$ cat src/rtl/core/crcfc_pkg.sv
`timescale 1ns / 1ps

package crcfc_pkg;

    localparam int unsigned CHECK_BYTES = 4;
    localparam logic [31:0] CRC_INIT    = 32'hFFFF_FFFF;
    localparam logic [31:0] POLY_RESET  = 32'hEDB8_8320;

    typedef struct packed {
        logic [7:0] in_byte;
        logic       stream_end;
    } t_in_word;

    typedef struct packed {
        logic [7:0] out_byte;
        logic       run_last;
    } t_out_word;

    // front -> queue write side
    typedef struct packed {
        logic      wr;
        logic      commit;
        logic      rewind;
        t_out_word data;
    } t_q_ctrl;

endpackage

$ cat src/rtl/core/crcfc_front.sv
`timescale 1ns / 1ps

module crcfc_front #(
    parameter int unsigned FRAME_DATA_BYTES = 10
) (
    input  logic                i_clk,
    input  logic                i_rst_n,
    input  logic                i_in_valid,
    output logic                o_in_ready,
    input  crcfc_pkg::t_in_word i_in_word,
    input  logic                i_cfg_we,
    input  logic [31:0]         i_cfg_wdata,
    input  logic                i_q_full,
    output crcfc_pkg::t_q_ctrl  o_q_ctrl
);

    localparam int unsigned FRAME_LEN = FRAME_DATA_BYTES + crcfc_pkg::CHECK_BYTES;
    localparam int unsigned PW        = $clog2(FRAME_LEN + 1);

    logic [31:0]   r_poly;
    logic [31:0]   r_crc;
    logic [31:0]   n_crc;
    logic [PW-1:0] r_pos;
    logic [PW-1:0] n_pos;
    logic [7:0]    r_dly [crcfc_pkg::CHECK_BYTES];

    logic          accept;
    logic          fold;
    logic          frame_end;
    logic          crc_ok;
    logic [31:0]   crc_fold;
    logic [31:0]   check;

    function automatic logic [31:0] fold_byte(input logic [31:0] crc,
                                              input logic [7:0]  b,
                                              input logic [31:0] poly);
        logic [31:0] c;
        c = crc ^ {24'd0, b};
        for (int k = 0; k < 8; k++) begin
            c = c[0] ? ((c >> 1) ^ poly) : (c >> 1);
        end
        return c;
    endfunction

    assign o_in_ready = !i_q_full;
    assign accept     = i_in_valid && o_in_ready;
    assign fold       = r_pos >= PW'(crcfc_pkg::CHECK_BYTES);
    assign n_pos      = r_pos + PW'(1);
    assign frame_end  = (n_pos == PW'(FRAME_LEN)) || i_in_word.stream_end;
    assign crc_fold   = fold_byte(r_crc, r_dly[3], r_poly);
    assign n_crc      = fold ? crc_fold : r_crc;
    assign check      = {r_dly[2], r_dly[1], r_dly[0], i_in_word.in_byte};
    assign crc_ok     = (n_pos > PW'(crcfc_pkg::CHECK_BYTES)) && (check == n_crc);

    always_comb begin
        o_q_ctrl               = '0;
        o_q_ctrl.wr            = accept && fold;
        o_q_ctrl.commit        = accept && frame_end && crc_ok;
        o_q_ctrl.rewind        = accept && frame_end && !crc_ok;
        o_q_ctrl.data.out_byte = r_dly[3];
        o_q_ctrl.data.run_last = frame_end;
    end

    always_ff @(posedge i_clk) begin
        if (!i_rst_n) begin
            r_poly <= crcfc_pkg::POLY_RESET;
            r_crc  <= crcfc_pkg::CRC_INIT;
            r_pos  <= '0;
        end else begin
            if (i_cfg_we) begin
                r_poly <= i_cfg_wdata;
            end
            if (accept) begin
                if (frame_end) begin
                    r_crc <= crcfc_pkg::CRC_INIT;
                    r_pos <= '0;
                end else begin
                    r_crc <= n_crc;
                    r_pos <= n_pos;
                end
            end
        end
    end

    // last four bytes, [0] newest
    always_ff @(posedge i_clk) begin
        if (accept) begin
            r_dly[0] <= i_in_word.in_byte;
            r_dly[1] <= r_dly[0];
            r_dly[2] <= r_dly[1];
            r_dly[3] <= r_dly[2];
        end
    end

endmodule

$ cat src/rtl/core/crcfc_queue.sv
`timescale 1ns / 1ps

module crcfc_queue #(
    parameter int unsigned FRAME_DATA_BYTES = 10
) (
    input  logic                 i_clk,
    input  logic                 i_rst_n,
    input  crcfc_pkg::t_q_ctrl   i_q_ctrl,
    output logic                 o_full,
    output logic                 o_avail,
    input  logic                 i_rd_en,
    output crcfc_pkg::t_out_word o_rd_data
);

    localparam int unsigned AW    = $clog2(2 * FRAME_DATA_BYTES);
    localparam int unsigned DEPTH = 2 ** AW;

    crcfc_pkg::t_out_word r_mem [DEPTH];
    logic [AW:0] r_wr;
    logic [AW:0] r_cm;
    logic [AW:0] r_rd;
    logic [AW:0] n_wr;
    logic [AW:0] used;

    assign used    = r_wr - r_rd;
    assign o_full  = used == (AW + 1)'(DEPTH);
    assign o_avail = r_rd != r_cm;
    assign n_wr    = i_q_ctrl.wr ? r_wr + (AW + 1)'(1) : r_wr;

    // writes are speculative until the frame passes; a failed frame rewinds
    always_ff @(posedge i_clk) begin
        if (!i_rst_n) begin
            r_wr <= '0;
            r_cm <= '0;
            r_rd <= '0;
        end else begin
            if (i_q_ctrl.rewind) begin
                r_wr <= r_cm;
            end else begin
                r_wr <= n_wr;
            end
            if (i_q_ctrl.commit) begin
                r_cm <= n_wr;
            end
            if (i_rd_en) begin
                r_rd <= r_rd + (AW + 1)'(1);
            end
        end
    end

    always_ff @(posedge i_clk) begin
        if (i_q_ctrl.wr) begin
            r_mem[r_wr[AW-1:0]] <= i_q_ctrl.data;
        end
        if (i_rd_en) begin
            o_rd_data <= r_mem[r_rd[AW-1:0]];
        end
    end

endmodule

$ cat src/rtl/core/crcfc_back.sv
`timescale 1ns / 1ps

module crcfc_back (
    input  logic                 i_clk,
    input  logic                 i_rst_n,
    input  logic                 i_avail,
    output logic                 o_rd_en,
    input  crcfc_pkg::t_out_word i_rd_data,
    output logic                 o_out_valid,
    input  logic                 i_out_ready,
    output crcfc_pkg::t_out_word o_out_word
);

    logic r_m_vld;
    logic r_o_vld;
    logic o_free;
    logic m_move;

    assign o_free      = !r_o_vld || i_out_ready;
    assign m_move      = r_m_vld && o_free;
    assign o_rd_en     = i_avail && (!r_m_vld || m_move);
    assign o_out_valid = r_o_vld;

    always_ff @(posedge i_clk) begin
        if (!i_rst_n) begin
            r_m_vld <= 1'b0;
            r_o_vld <= 1'b0;
        end else begin
            if (o_rd_en) begin
                r_m_vld <= 1'b1;
            end else if (m_move) begin
                r_m_vld <= 1'b0;
            end
            if (m_move) begin
                r_o_vld <= 1'b1;
            end else if (i_out_ready) begin
                r_o_vld <= 1'b0;
            end
        end
    end

    always_ff @(posedge i_clk) begin
        if (m_move) begin
            o_out_word <= i_rd_data;
        end
    end

endmodule

$ cat src/rtl/core/crc32_frame_checker_core.sv
`timescale 1ns / 1ps
// Throughput: one input word per cycle unless the data queue (the only input
// stall) is full; one output word per cycle while i_out_ready is high and
// committed data waits, released once a frame's last check byte is accepted.
// Reset (synchronous, active low) clears the frame position, CRC, queue
// pointers and output valids; the polynomial returns to 0xEDB88320.
module crc32_frame_checker_core #(
    parameter int unsigned FRAME_DATA_BYTES = 10
) (
    input  logic                 i_clk,
    input  logic                 i_rst_n,
    input  logic                 i_in_valid,
    output logic                 o_in_ready,
    input  crcfc_pkg::t_in_word  i_in_word,
    output logic                 o_out_valid,
    input  logic                 i_out_ready,
    output crcfc_pkg::t_out_word o_out_word,
    input  logic                 i_cfg_we,
    input  logic [31:0]          i_cfg_wdata
);

    crcfc_pkg::t_q_ctrl   q_ctrl;
    crcfc_pkg::t_out_word rd_data;
    logic                 q_full;
    logic                 q_avail;
    logic                 rd_en;

    crcfc_front #(
        .FRAME_DATA_BYTES(FRAME_DATA_BYTES)
    ) u_front (
        .i_clk       (i_clk),
        .i_rst_n     (i_rst_n),
        .i_in_valid  (i_in_valid),
        .o_in_ready  (o_in_ready),
        .i_in_word   (i_in_word),
        .i_cfg_we    (i_cfg_we),
        .i_cfg_wdata (i_cfg_wdata),
        .i_q_full    (q_full),
        .o_q_ctrl    (q_ctrl)
    );

    crcfc_queue #(
        .FRAME_DATA_BYTES(FRAME_DATA_BYTES)
    ) u_queue (
        .i_clk     (i_clk),
        .i_rst_n   (i_rst_n),
        .i_q_ctrl  (q_ctrl),
        .o_full    (q_full),
        .o_avail   (q_avail),
        .i_rd_en   (rd_en),
        .o_rd_data (rd_data)
    );

    crcfc_back u_back (
        .i_clk       (i_clk),
        .i_rst_n     (i_rst_n),
        .i_avail     (q_avail),
        .o_rd_en     (rd_en),
        .i_rd_data   (rd_data),
        .o_out_valid (o_out_valid),
        .i_out_ready (i_out_ready),
        .o_out_word  (o_out_word)
    );

endmodule
$ cat config.mk
export PLATFORM = sky130hd
export DESIGN_NAME = crc32_frame_checker_core
export DESIGN_NICKNAME = d
export VERILOG_FILES = /design/src/rtl/core/crcfc_pkg.sv /design/src/rtl/core/crcfc_front.sv /design/src/rtl/core/crcfc_queue.sv /design/src/rtl/core/crcfc_back.sv /design/src/rtl/core/crc32_frame_checker_core.sv
export SDC_FILE = /design/constraint.sdc
export NUM_CORES = 1
export LEC_CHECK = 0
export ABC_CLOCK_PERIOD_IN_PS = 6800
export BUFFER_PORTS_ARGS = -buffer_cell sky130_fd_sc_hd__buf_2
export CORE_UTILIZATION = 50
export DETAILED_ROUTE_END_ITERATION = 10
export PLACE_DENSITY = 0.66
export RECOVER_POWER = 50
export SYNTH_ARGS = -nofsm -noshare
export SYNTH_HDL_FRONTEND = slang
export SYNTH_HIERARCHICAL = 1
export SYNTH_SLANG_ARGS = --single-unit
export TNS_END_PERCENT = 10
$ cat constraint.sdc
create_clock -name i_clk -period 6.8 [get_ports i_clk]
set_input_delay 0.34 -clock i_clk [delete_from_list [all_inputs] [get_ports i_clk]]
set_output_delay 0.34 -clock i_clk [all_outputs]
set_load 0.05 [all_outputs]
[Yosys cells after proc, flatten, opt, wreduce, memory -nomap -nowiden]
Memories as Yosys holds them, arrays and structs flattened. A register that Yosys moved wholly into a read port is not among the register bits.
Cells that the tools add are included.
Widths: inputs -> output; s select.
Storage, ports and cells
  flip-flop bits (word level): 97
  latch bits: 0
  bits in writable memories: 320
  memory bits (read-only): 0
  input port bits: 46
  output and inout bits: 11
  word-level logic and storage cells: 69
  memories kept: 2
Memories
  u_queue.r_mem: words 32, bits a word 9, read ports 1, clocked after memory_dff 1, wr ports 1, line crcfc_queue.sv:18  | crcfc_pkg::t_out_word r_mem [DEPTH];
  u_front.r_dly: words 4, bits a word 8, read ports 4, clocked after memory_dff 0, wr ports 4, line crcfc_front.sv:25  | logic [7:0] r_dly [crcfc_pkg::CHECK_BYTES];
Cells by class
  add/subtract/negate cells: 4
  multipliers: 0
  div/mod/pow operators: 0
  order comparisons: 2
  equality and inequality tests: 4
  shifts and indexed selects: 0
  multiplexer cells: 21
  bitwise operators: 9
  reductions and logical operators: 17
Operators with widths (count)
  $mux 32: 10
  $xor 31x32->32: 8
  $eq 32x32->1: 1
  $xor 32x8->32: 1
  $add 6x1->6 const B: 2
  $mux 6: 2
  $logic_and 1x1->1: 8
  $mux 1: 8
  $eq 6x6->1 const B: 1
  $ne 6x6->1: 1
  $sub 6x6->6: 1
  $add 4x1->4 const B: 1
  $eq 4x4->1 const B: 1
  $ge 4x3->1 const B: 1
  $gt 4x3->1 const B: 1
  $logic_not 1->1: 4
  $mux 4: 1
  $reduce_bool 2->1: 2
  $logic_or 1x1->1: 3

[Logic depth before layout (Yosys ltp)]
Gate-level depths: netlist of the first run.
An unclocked memory read counts as a cell.
  word-level depth: 24
  depth in mapped cells: 26
  gate-level depth less buffers: 20

[Modules after synthesis]
Netlist of the first run, hierarchy kept.
By module, submodules not included
  crcfc_queue: times used 1, cells an instance 660, area each 12564.6 µm², seq. area each 9278.9 µm²
  crcfc_front: times used 1, cells an instance 1279, area each 9781.9 µm², seq. area each 2322.2 µm²
  crcfc_back: times used 1, cells an instance 17, area each 360.3 µm², seq. area each 310.3 µm²

[Worst setup path before layout of the first run]
No wires, ideal clock.
  path kind: register to register
  start: memory u_front.r_dly[3][0]
  end: register u_queue.r_cm[2]
  library setup time: 0.086 ns
  data arrival time: 5.585 ns
  data required time: 6.714 ns
  path slack: 1.129 ns
  stages on the path, launching flop included: 25
  buffers on the path: 5
  period minus slack after synthesis: 5.671 ns
  cell sequence: edfxtp_1 xor2_2 nand3_1 and2_0 clkbuf_1 or3_1 and2_4 o311a_1 o311a_1 o2111ai_1 a21oi_1 or3_4 buf_6 buf_6 buf_2 a31o_2 a31oi_1 xnor2_1 nand4_1 nor4_1 nand4_1 nor2_1 clkbuf_1 nor2_1 a211oi_1
RTL lines
  start, declared: line crcfc_front.sv:25
  end signal, assigned: line crcfc_queue.sv:43  | r_cm <= n_wr;
  end, declared: line crcfc_queue.sv:20  | logic [AW:0] r_cm;

==> results.txt, run 1 <==
On the worst path, the slowest cell contributes a delay of 0.49 ns. The tools report the fill cell total of the finished layout as 3790. The area of the core was 44510 sq um; the remaining max-slew budget at the tightest pin was -172.6%.

The reg-to-reg critical path endpoint was u_queue/r_wr[2]. The number of flops mapped to enable cells by yosys came out at 338. The depth of the most critical reg-to-reg path works out to 22.

Detailed placement ended at an HPWL of 41810 microns. Setup repair after global routing left no endpoint under its margin. The total of flip-flops plus latches after synthesis was 426. Power per cell area: 308.2 nW/um^2. In the final layout, flip-flops and latches occupy 11910 sq um.

The final cell utilization of the core is 56.18%, and the routability congestion estimate is 0.9144. The post-synthesis async set-or-reset flop share is 0%. Post-route antenna net violation count: 0. The die is 215.1 microns tall. STA classifies the critical path endpoint as a register.

The initial standard-cell utilization of the core was 51.01%. Most common cell after layout, fill and taps aside: sky130_fd_sc_hd__edfxtp_1. The signal on the critical path passes through buf_12, xor2_4, xnor2_1, and2_1, o221ai_2, nand4_1, a21oi_2, o211a_1, o221ai_1, a21oi_2, o21ai_2, buf_4, and3_1, xnor2_1, o22a_1, a41oi_1, nor4_1, nand4_1, nor2b_1, clkinv_1, nor2_1, a211oi_1. The number of antenna cells inserted was 0; the largest voltage drop on the vdd net was 0.2206 mV. Max-capacitance violation count: 7. The checks that failed: max-capacitance violations, max-slew violations. The area of the mapped netlist was 22710 sq um. Counting instances, the worst hold path has a depth of 3. The number of nets in the synthesized netlist was 2014. In the global route stage, overall resource usage came out at 27.09%.

The DRC violation count after routing was 0. The run finished, with violations left. The detail-routed net length per standard cell was 24.14 microns. The final worst-path cycle share was 92.52%.

In the final layout, the multi-input gates occupy 10080 sq um. For the via count of the first global-routing pass, the log shows 15670. The clock sink count was 426.

The final max-slew violation count is 257, and the final worst slack is 0.5083 ns. For the data arrival at the endpoint of the critical path, the log shows 6.75 ns. The per-cell via count in the routed design came out at 6.163.

Of the cells placed in the final design, the portion with a size suffix greater than 1 is 13.09%. In this run the most critical hold path is launched from i_cfg_wdata[23]. The transition time at the pin with the least slew margin works out to 4.089 ns. Site row count: 77. Between clock sinks in the finished design, the worst skew comes to 0.02716 ns. Start-to-end type of the worst setup path: reg2reg. The floorplan step set the die width to 215.1 microns.

The slowest stage of the critical path is the sky130_fd_sc_hd__a21oi_2 cell. Kind of cell adding the most delay to the critical path: compound AO/OA/AOI/OAI gates. In this run the worst path has a maximum fanout of 31. 57 I/O pins were placed. The most used flip-flop cell after synthesis is sky130_fd_sc_hd__edfxtp_1. The worst setup path is launched from a register.

For this run, the top clock speed supported by timing is 0.1589 GHz. The setup check on the worst reg-to-reg path leaves a slack of 0.51 ns. The clock slew at the register clock pins of the worst setup and hold paths is 0.06 ns, and the total number of nets in the final design is 2032. The first routing iteration left 1600 violations. The logs give 62800 microns for the aggregate routed wire length and 46270 sq um for the area of the die. The tools report the reg-to-reg critical path startpoint as u_front/r_dly[3][0].

For this run, the register share of the synthesized area comes to 52.46%. After layout, the minimum clock period comes to 6.292 ns. The final-report setup violation count is 0, and the first-pass GRT wire length is 95190 microns. During placement, the flow inserted port buffers numbering 56.

Synthesis handed over a netlist of 1956 instances. The H-tree generated during clock tree synthesis spans 2 levels. OpenSTA, run right after detailed placement, puts the worst setup slack at 0.2443 ns. The detailed router placed 16030 vias in this run. Entering global routing, the biggest net connects 58 pins. After layout, the design draws a total of 7.707 mW. The tools report the initial antenna violation count as 0.

The clock insertion delay at the later pin of the skew report was 0.57 ns; the total congestion overflow was 0. For the largest buffer count on any clock path, the log shows 3. The number of failing hold endpoints at the final stage was 0.

For the static leakage, the log shows 8.724 nW. Capture endpoint of the worst hold path: u_front/r_poly[23]. STA puts the critical path data required time at 7.26 ns.

Leaving out fill and tap cells, the most frequent cells in the layout are sky130_fd_sc_hd__edfxtp_1 (338), sky130_fd_sc_hd__nand2_1 (292), sky130_fd_sc_hd__xnor2_1 (184). Growth of design area from synthesis to finish: 10.13%. The tools report the number of library cell types mapped by synthesis as 96. The first TritonRoute pass finished after 6 iterations. The tools report the total negative setup slack as 0 ns. The min-delay analysis places its worst path in the category in2reg. The critical path contains buffers and inverters numbering 3 combined.

Total of warnings raised by yosys: 6. The clock tree root driver cell is sky130_fd_sc_hd__clkbuf_16. Buffers inserted during clock tree synthesis total 44. A synthesized cell averages 11.61 sq um. TritonCTS built the clock tree.
registers in the layout (all words and copies together) (netlist names), 9 cells and up:
register	flops
u_back/o_out_word	9
u_front/r_dly	32
u_queue/r_mem	288
u_queue/o_rd_data	9
u_front/r_crc	32
u_front/r_poly	32
metal layers:
metal / vias to the layer above / global-route usage [%] / share of wire (%)
li1: 7253 / - / -
met1: 7892 / 35.18 / 40
met2: 717 / 44.64 / 48
met3: 168 / 3.765 / 6.8
met4: 0 / 13.52 / 5.2
met5: - / 0 / 0
synthesized netlist by cell type (7+ instances only):
library cell / count / area, sq um
sky130_fd_sc_hd__a211oi_1: 20 / 150.1
sky130_fd_sc_hd__dfxtp_1: 88 / 1762
sky130_fd_sc_hd__and2_1: 8 / 50.05
sky130_fd_sc_hd__a22o_1: 7 / 61.31
sky130_fd_sc_hd__xnor2_1: 187 / 1638
sky130_fd_sc_hd__inv_1: 22 / 82.58
sky130_fd_sc_hd__a21oi_1: 45 / 225.2
sky130_fd_sc_hd__a221oi_1: 18 / 157.7
sky130_fd_sc_hd__a31oi_1: 15 / 93.84
sky130_fd_sc_hd__nor2b_1: 24 / 150.1
sky130_fd_sc_hd__nor3_1: 12 / 60.06
sky130_fd_sc_hd__nand4_1: 10 / 62.56
sky130_fd_sc_hd__o211a_1: 7 / 70.07
sky130_fd_sc_hd__buf_1: 10 / 37.54
sky130_fd_sc_hd__and3_1: 34 / 212.7
sky130_fd_sc_hd__mux2i_1: 48 / 480.5
sky130_fd_sc_hd__xor2_1: 50 / 437.9
sky130_fd_sc_hd__o211ai_1: 30 / 225.2
sky130_fd_sc_hd__mux4_1: 11 / 289.0
sky130_fd_sc_hd__mux2_2: 30 / 337.8
sky130_fd_sc_hd__a32oi_1: 19 / 166.4
sky130_fd_sc_hd__clkbuf_1: 100 / 375.4
sky130_fd_sc_hd__edfxtp_1: 338 / 10150
sky130_fd_sc_hd__ha_1: 12 / 150.1
sky130_fd_sc_hd__nand2_1: 293 / 1100
sky130_fd_sc_hd__o22ai_1: 9 / 56.30
sky130_fd_sc_hd__o31ai_1: 7 / 52.55
sky130_fd_sc_hd__mux4_2: 43 / 968.4
sky130_fd_sc_hd__a311oi_1: 7 / 61.31
sky130_fd_sc_hd__a22oi_1: 21 / 157.7
sky130_fd_sc_hd__nor2_1: 123 / 461.7
sky130_fd_sc_hd__buf_2: 30 / 150.1
sky130_fd_sc_hd__o21ai_0: 59 / 295.3
sky130_fd_sc_hd__nand3_1: 61 / 305.3
sky130_fd_sc_hd__nor4_1: 9 / 56.30
sky130_fd_sc_hd__xnor3_1: 10 / 225.2
tightest hold or removal path, cell delays in order:
cell and delay, ns:
sky130_fd_sc_hd__buf_2 0.08, sky130_fd_sc_hd__mux2i_1 0.07, sky130_fd_sc_hd__nand2_1 0.07
area by class of cell:
class                           count  area share [%]
Timing Repair Buffer              124           3.147
Multi-Input combinational cell   1352           40.31
Clock inverter                     15          0.5353
Sequential cell                   426           47.64
Tap cell                          592           2.962
Clock buffer                       66           5.018
Inverter                           26          0.3903
cell families (layout without fill, tap and decap cells):
logic type	Yosys count	in the layout	share of synthesized area [%]
AO/OA/AOI/OAI	333	333	10.52
XOR/XNOR	257	257	11.01
adder cells (fa/ha/maj)	12	12	0.6612
buffers and inverters	179	231	3.637
flip-flops	426	426	52.46
multiplexers	140	140	9.621
AND/OR/NAND/NOR	609	610	12.08
where the power goes:
group | switching, mW | internal [mW]
registers | 0.0923 | 2.90
logic | 1.40 | 1.02
clock network | 0.981 | 1.32
total | 2.47 | 5.23
per-stage QoR:
stage	std cells	hold slack, ns	area, sq um
4_1_cts	2599	0.0007441	24950
5_1_grt	2601	0.009662	25010
3_5_place_dp	2503	0.4075	23420
3_3_place_gp	2503	0.4023	23420
6_report	2601	0.02852	25010
2_1_floorplan	1956	0.4003	22710
timing repair:
item / 4_1_cts / 5_1_grt
gates resized for setup: 0 / 13
setup endpoints to repair: 0 / 12
hold buffers: 15 / 0
hold endpoints to repair: 15 / 0
setup buffers: 0 / 1
worst max-delay path by stage:
stage	from	end	slack (ns)	cells after the start
global placement	u_front/r_dly[3][0]	u_queue/r_wr[2]	0.39	20
finish	u_front/r_dly[3][0]	u_queue/r_wr[2]	0.51	22
floorplan	u_front/r_dly[3][0]	u_queue/r_cm[2]	1.13	24
CTS	u_front/r_dly[3][0]	u_queue/r_wr[2]	0.16	19
detailed placement	u_front/r_dly[3][0]	u_queue/r_wr[2]	0.24	19
global route	u_front/r_crc[0]	u_queue/r_wr[2]	0.007	22
Note: power is estimated with default switching activity, not from simulation.
==> run 2: changes to the inputs <==
--- a/config.mk
+++ b/config.mk
@@ -7,10 +7,13 @@
 export LEC_CHECK = 0
 export ABC_CLOCK_PERIOD_IN_PS = 6800
 export BUFFER_PORTS_ARGS = -buffer_cell sky130_fd_sc_hd__buf_2
+export CORE_MARGIN = 4
 export CORE_UTILIZATION = 50
 export DETAILED_ROUTE_END_ITERATION = 10
 export PLACE_DENSITY = 0.66
 export RECOVER_POWER = 50
+export REMOVE_ABC_BUFFERS = 1
+export SLEW_MARGIN = 20
 export SYNTH_ARGS = -nofsm -noshare
 export SYNTH_HDL_FRONTEND = slang
 export SYNTH_HIERARCHICAL = 1
==> results.txt, run 2 (synthesis results as in run 1) <==
The flow ran to the end, but the final reports show violations. Violations in the final reports: max-capacitance violations, max-slew violations (unchanged). The number of flip-flops in the largest register is 288 (unchanged), and the transition time at the pin with the least slew margin is 2.508 ns (was 4.089 ns). The post-route minimum period came out at 6.333 ns (was 6.292 ns). The required time of the worst setup path was 7.30 ns (was 7.26 ns); the total number of vias was 15960 (was 16030).

The via count of the first global-routing pass was 15670 (about the same). The tools report the top achievable clock speed as 0.1579 GHz (was 0.1589 GHz). The run gives 3 (unchanged) as the largest buffer count on any clock path.

The tools report the detailed router's first-iteration violation count as 1710 (was 1600). For the fill cell total of the finished layout, the log shows 3702 (was 3790). The critical path's slowest cell is sky130_fd_sc_hd__xor2_2 (was sky130_fd_sc_hd__a21oi_2).

The maximum net fanout on the critical path was 31 (unchanged). The final max-slew violation count is 200 (was 257), and the detail-routed net length per standard cell is 24.08 microns (was 24.14 microns). The run gives 0 (unchanged) as the number of failing hold endpoints at the final stage.

TritonCTS built the clock tree. Max-capacitance violation count: 6 (was 7). For the data arrival at the endpoint of the critical path, the log shows 6.83 ns (was 6.75 ns). The most common cell after layout, fill and taps aside was sky130_fd_sc_hd__edfxtp_1 (unchanged).

Cell-by-cell listing of the critical path: xor2_2, nand3_1, and2_0, or3_1, and2_4, o311a_1, o311ai_1, o21ai_2, o31ai_1, or3_4, and3_1, xor2_1, o22ai_1, o41a_1, a211oi_1, nand4_1, nor2b_1, clkinv_1, nor2_1, a211oi_1 (was buf_12, xor2_4, xnor2_1, and2_1, o221ai_2, nand4_1, a21oi_2, o211a_1, o221ai_1, a21oi_2, o21ai_2, buf_4, and3_1, xnor2_1, o22a_1, a41oi_1, nor4_1, nand4_1, nor2b_1, clkinv_1, nor2_1, a211oi_1). The fraction of layout cells with a size suffix above 1 works out to 13.76% (was 13.09%). The clock slew at the register clock pins of the worst setup and hold paths is 0.07 ns (was 0.06 ns), and the number of iterations in the first detailed-routing pass is 5 (was 6). The type of origin of the critical path is a register (unchanged).

The final-report setup violation count is 0 (unchanged), and the total power of the final layout is 7.820 mW (was 7.707 mW). For the final cell utilization of the core, the log shows 56.32% (was 56.18%). The logs give 0.9445 (was 0.9144) for the routability congestion estimate and 23470 sq um (was 23420 sq um) for the area of placed instances. The logs give 96680 microns (was 95190 microns) for the first-pass GRT wire length and 0.4668 ns (was 0.5083 ns) for the final worst slack. The tools report the largest voltage drop on the vdd net as 0.2213 mV (was 0.2206 mV).

The most frequent cell on the critical path was sky130_fd_sc_hd__a211oi_1. The remaining max-slew budget at the tightest pin was -67.18% (was -172.6%). The logs give 25.22% (was 27.09%) for the total routing resource utilization after global routing and 2045 (was 2032) for the total number of nets in the final design.

The setup slack at placement was 0.6083 ns (was 0.2443 ns). The run gives 0 (unchanged) as the number of antenna cells inserted. Area of the core: 44510 sq um (unchanged).

Leading cell types in the layout, fill and taps excluded: sky130_fd_sc_hd__edfxtp_1 (338), sky130_fd_sc_hd__nand2_1 (292), sky130_fd_sc_hd__xnor2_1 (187) (was sky130_fd_sc_hd__edfxtp_1 (338), sky130_fd_sc_hd__nand2_1 (292), sky130_fd_sc_hd__xnor2_1 (184)). The number of port buffers works out to 56 (unchanged). The kind of end point of the critical path was a register (unchanged). Number of levels in the clock H-tree: 2 (unchanged). For the static leakage, the log shows 8.803 nW (was 8.724 nW). The tools report the clock tree root driver cell as sky130_fd_sc_hd__clkbuf_16 (unchanged). Class of the tightest hold or removal check: in2reg (unchanged).

The logs give 0 (unchanged) for the post-route antenna net violation count and 48890 sq um (was 46270 sq um) for the area of the die. The run gives 426 (unchanged) as the clock sink count. The per-cell via count in the routed design was 6.109 (was 6.163); the final hold slack was 0.02503 ns (was 0.02852 ns). The final worst-path cycle share was 93.14% (was 92.52%); the width of the chip was 221.1 microns (was 215.1 microns). The area of all placed cells without fillers was 25070 sq um (was 25010 sq um). The growth of design area from synthesis to finish is 10.40% (was 10.13%), and the aggregate routed wire length is 62880 microns (was 62800 microns). Setup repair after global routing could not meet its margin everywhere. The total congestion overflow was 0 (unchanged). The initial standard-cell utilization of the core was 51.01% (unchanged). The final HPWL from detailed placement was 41550 microns (was 41810 microns); the vertical die dimension was 221.1 microns (was 215.1 microns). The total clock buffers created by CTS is 45 (was 44). The start-to-end type of the worst setup path was reg2reg (unchanged). The power per cell area is 311.9 nW/um^2 (was 308.2 nW/um^2), and the largest net degree at the start of global routing is 57 (was 58). The site row count was 77 (unchanged). The I/O pin count was 57 (unchanged). The tools report the worst setup skew after layout as 0.01487 ns (was 0.02716 ns). The initial antenna violation count came out at 0 (unchanged). The maximum cell stage delay along the critical path came out at 0.55 ns (was 0.49 ns). The run gives 0 (unchanged) as the DRC violation count after routing. The tools report the clock insertion delay at the later pin of the skew report as 0.59 ns (was 0.57 ns).
[run 2: cell count changes in the layout (fill, tap and decap cells not counted), moves of 4 or more]
cell,delta
sky130_fd_sc_hd__clkinv_1,-4
sky130_fd_sc_hd__buf_2,+11
sky130_fd_sc_hd__clkbuf_8,-4
sky130_fd_sc_hd__buf_4,+8
sky130_fd_sc_hd__dlygate4sd3_1,+7
sky130_fd_sc_hd__clkbuf_1,-14
[run 2: worst paths after layout]
path,startpoint,to,slack (ns),cells past startpoint
max reg2reg,u_front/r_dly[3][0],u_queue/r_wr[5],0.47,20
min,i_cfg_wdata[10],u_front/r_poly[10],0.03,3
max,u_front/r_dly[3][0],u_queue/r_wr[5],0.47,20
min reg2reg,u_queue/o_rd_data[2],u_back/o_out_word[2],0.42,0
[run 2: through the flow]
step | TNS [ns] | cells
after global routing | -0.004587 | 2612
after global placement | 0 | 2510
after CTS | 0 | 2612
after detailed placement | 0 | 2510
final | 0 | 2612
after floorplan | -338.48 | 1803
[run 2: report_power, final]
| group | switching, mW | internal [mW] | leakage (nW) |
|---|---|---|---|
| Sequential | 0.0866 | 2.90 | 3.78 |
| Combinational | 1.41 | 1.03 | 4.33 |
| Clock | 1.05 | 1.35 | 0.692 |
[run 2: routing by layer]
| metal | wire, microns | share of wire [%] | track usage [%] |
|---|---|---|---|
| met5 | 0 | 0 | 0 |
| met4 | 2354 | 3.7 | 9.362 |
| met2 | 30890 | 49 | 42.29 |
| met3 | 4171 | 6.6 | 3.088 |
| met1 | 25470 | 40 | 34.04 |
[run 2: critical path: cells and delay by family (launching register included)]
family          cells  cell delay, ns
buf+inv             1            0.17
xor+xnor            2            0.80
simple gates        9            2.37
flops               1            0.47
compound gates      8            2.42
[run 2: cell type report]
cell class,count,area (sq um),area share (%)
inverters,26,97.59,0.3893
clock inverters,18,200.2,0.7986
clock buffers,62,1225,4.886
flip-flops and latches,426,11920,47.54
multi-input cells,1351,9981,39.81
well taps,592,740.7,2.955
repair buffers,137,907.1,3.618
[run 2: timing repair]
item                       in CTS  in global routing
resized for setup               0                  0
setup endpoints to repair       0                  1
hold endpoints to repair       22                  0
hold buffers                   22                  0
buffers inserted                0                  0
==> run 3: changes to the inputs <==
--- a/config.mk
+++ b/config.mk
@@ -5,7 +5,7 @@
 export SDC_FILE = /design/constraint.sdc
 export NUM_CORES = 1
 export LEC_CHECK = 0
-export ABC_CLOCK_PERIOD_IN_PS = 6800
+export ABC_CLOCK_PERIOD_IN_PS = 6100
 export BUFFER_PORTS_ARGS = -buffer_cell sky130_fd_sc_hd__buf_2
 export CORE_MARGIN = 4
 export CORE_UTILIZATION = 50
==> constraint.sdc (replaced) <==
create_clock -name i_clk -period 6.1 [get_ports i_clk]
set_input_delay 0.305 -clock i_clk [delete_from_list [all_inputs] [get_ports i_clk]]
set_output_delay 0.305 -clock i_clk [all_outputs]
set_load 0.05 [all_outputs]
==> results.txt, run 3 (synthesis results as in run 1) <==
The kind of cell adding the most delay to the critical path is compound AO/OA/AOI/OAI gates (unchanged). The class of the tightest hold or removal check is in2reg (unchanged). The detailed router's first-iteration violation count was 1618 (was 1710); the post-route antenna net violation count was 0 (unchanged).

Leading cell types in the layout, fill and taps excluded: sky130_fd_sc_hd__edfxtp_1 (338), sky130_fd_sc_hd__nand2_1 (292), sky130_fd_sc_hd__xnor2_1 (184) (was sky130_fd_sc_hd__edfxtp_1 (338), sky130_fd_sc_hd__nand2_1 (292), sky130_fd_sc_hd__xnor2_1 (187)). The area of the core is 44510 sq um (unchanged). The tools report the data arrival at the endpoint of the critical path as 6.40 ns (was 6.83 ns). The site row count came out at 77 (unchanged). Total power of the final layout: 8.892 mW (was 7.820 mW). The growth of design area from synthesis to finish was 12.93% (was 10.40%); the first-pass GRT wire length was 97160 microns (was 96680 microns). The DRC violation count after routing is 0 (unchanged). For the final cell utilization of the core, the log shows 57.61% (was 56.32%).

For the number of levels in the clock H-tree, the log shows 2 (unchanged). The remaining max-slew budget at the tightest pin was -65.13% (was -67.18%). The fraction of power consumed by the clock network came out at 29.8% (was 30.7%).

The static leakage is 9.069 nW (was 8.803 nW). The number of iterations in the first detailed-routing pass is 5 (unchanged), and the aggregate routed wire length is 63700 microns (was 62880 microns). For the routability congestion estimate, the log shows 0.9420 (was 0.9445). For the final max-slew violation count, the log shows 200 (unchanged). The most frequent cell on the critical path was sky130_fd_sc_hd__buf_4 (was sky130_fd_sc_hd__a211oi_1). The post-route minimum period is 5.911 ns (was 6.333 ns). The clock sink count was 426 (unchanged). The tools report the via count of the first global-routing pass as 16000 (was 15670).

For the total clock buffers created by CTS, the log shows 46 (was 45). The final worst-path cycle share was 96.90% (was 93.14%); the final-report setup violation count was 0 (unchanged). Power per cell area: 346.8 nW/um^2 (was 311.9 nW/um^2). The run gives 51.01% (unchanged) as the initial standard-cell utilization of the core. Most common cell after layout, fill and taps aside: sky130_fd_sc_hd__edfxtp_1 (unchanged).

The vertical die dimension is 221.1 microns (unchanged). Type of origin of the critical path: a register (unchanged). The logs give 0 (unchanged) for the number of failing hold endpoints at the final stage and 0.1276 ns (was 0.6083 ns) for the setup slack at placement. The maximum cell stage delay along the critical path was 0.50 ns (was 0.55 ns); the required time of the worst setup path was 6.59 ns (was 7.30 ns). The largest buffer count on any clock path was 3 (unchanged). The total number of nets in the final design is 2095 (was 2045), and the per-cell via count in the routed design is 6.093 (was 6.109). The total number of vias came out at 16240 (was 15960). The critical path buffer and inverter count works out to 4 (was 1). For the max-capacitance violation count, the log shows 6 (unchanged). The logs give 0 ns (unchanged) for the total negative setup slack and 5.977 mW (was 5.275 mW) for the cell-internal power. The clock slew at the register clock pins of the worst setup and hold paths was 0.07 ns (about the same); the total congestion overflow was 0 (unchanged). The worst setup skew after layout was 0.02981 ns (was 0.01487 ns). The number of port buffers came out at 56 (unchanged).

The number of flip-flops in the largest register was 288 (unchanged). The final worst slack came out at 0.1891 ns (was 0.4668 ns). The I/O pin count came out at 57 (unchanged). The tools report the top achievable clock speed as 0.1692 GHz (was 0.1579 GHz).

Start-to-end type of the worst setup path: reg2reg (unchanged). The run gives 2.916 mW (was 2.545 mW) as the reported net switching power. Kind of end point of the critical path: a register (unchanged). The detail-routed net length per standard cell was 23.90 microns (was 24.08 microns); the largest net degree at the start of global routing was 54 (was 57). The final HPWL from detailed placement was 42010 microns (was 41550 microns). Cell-by-cell listing of the critical path: buf_4, xnor2_4, xnor2_2, buf_4, mux2i_1, or3_1, and2_4, o311a_1, or2_1, o21ai_2, buf_4, mux2_2, o22ai_1, a32oi_1, xor2_1, o22ai_1, o41a_1, a211oi_1, nand4_1, nor2b_1, inv_2, nor2_1, a211oi_1 (was xor2_2, nand3_1, and2_0, or3_1, and2_4, o311a_1, o311ai_1, o21ai_2, o31ai_1, or3_4, and3_1, xor2_1, o22ai_1, o41a_1, a211oi_1, nand4_1, nor2b_1, clkinv_1, nor2_1, a211oi_1). The run gives 0.60 ns (was 0.59 ns) as the clock insertion delay at the later pin of the skew report. For the total routing resource utilization after global routing, the log shows 25.28% (was 25.22%). The clock tree root driver cell was sky130_fd_sc_hd__clkbuf_16 (unchanged). The flow ran to the end, but the final reports show violations.

For the final hold slack, the log shows 0.07269 ns (was 0.02503 ns). The critical path's slowest cell was sky130_fd_sc_hd__edfxtp_1 (was sky130_fd_sc_hd__xor2_2). Violations in the final reports: max-capacitance violations, max-slew violations (unchanged). The largest voltage drop on the vdd net was 0.2883 mV (was 0.2213 mV). The tools report the part of the total power dissipated in combinational logic as 32.5% (was 31.2%).

For the setup slack of the worst register-to-register path, the log shows 0.19 ns (was 0.47 ns). The switching power share of the total works out to 32.79% (was 32.54%). The logs give 1 (was 0) for the initial antenna violation count and 48890 sq um (unchanged) for the area of the die.

The transition time at the pin with the least slew margin is 2.477 ns (was 2.508 ns), and the fraction of layout cells with a size suffix above 1 is 15.59% (was 13.76%). The part of the power in registers is 37.7% (was 38.1%). TritonCTS built the clock tree. The width of the chip came out at 221.1 microns (unchanged).

Maximum net fanout on the critical path: 14 (was 31).
==> run 3: routing by layer <==
metal  GRT usage (%)  wire length (microns)
met1           33.59                  25780
met3           3.830                   4532
met2           42.29                  30900
met4           9.704                   2492
met5               0                      0
==> run 3: worst paths after layout <==
check,end,depth (start not counted),from
worst max-delay path,u_queue/r_wr[5],23,u_front/r_dly[3][0]
worst min-delay path,u_back/o_out_valid,3,i_out_ready
worst max register to register,u_queue/r_wr[5],23,u_front/r_dly[3][0]
worst min register to register,u_back/o_out_word[2],0,u_queue/o_rd_data[2]
==> run 3: worst min-delay path: cells and delay by family <==
family | cells | cell delay, ns
buffers and inverters | 1 | 0.07
and+or+nand+nor | 1 | 0.06
AOI/OAI and AO/OA | 1 | 0.16
==> run 3: area by class of cell <==
type	instances	area, sq um
well taps	592	740.7
fillers	3747	18870
clock inverters	26	206.4
inverters	26	97.59
flip-flops and latches	426	11920
multi-input cells	1352	10120
diodes	1	2.502
repair buffers	185	1348
clock buffers	57	1212
==> run 3: repair_timing <==
action | CTS | global route
endpoints found under the hold margin | 39 | 0
buffers inserted | 0 | 7
gates resized for setup | 0 | 24
hold buffers | 39 | 0
endpoints found under the setup margin | 0 | 12
==> run 3: power by group through the flow <==
stage / sequential [mW] / combinational (mW) / clock, mW
floorplan: 3.43 / 1.86 / 0
global placement: 3.41 / 2.72 / 0
detailed placement: 3.41 / 2.75 / 0
CTS: 3.35 / 2.79 / 2.71
global route: 3.36 / 3.08 / 2.83
finish: 3.35 / 2.89 / 2.65
==> run 3: per-stage QoR <==
step / cells / cell area [sq um]
floorplan: 1803 / 21980
global placement: 2534 / 23670
detailed placement: 2534 / 23670
CTS: 2656 / 25480
global route: 2665 / 25640
finish: 2665 / 25640
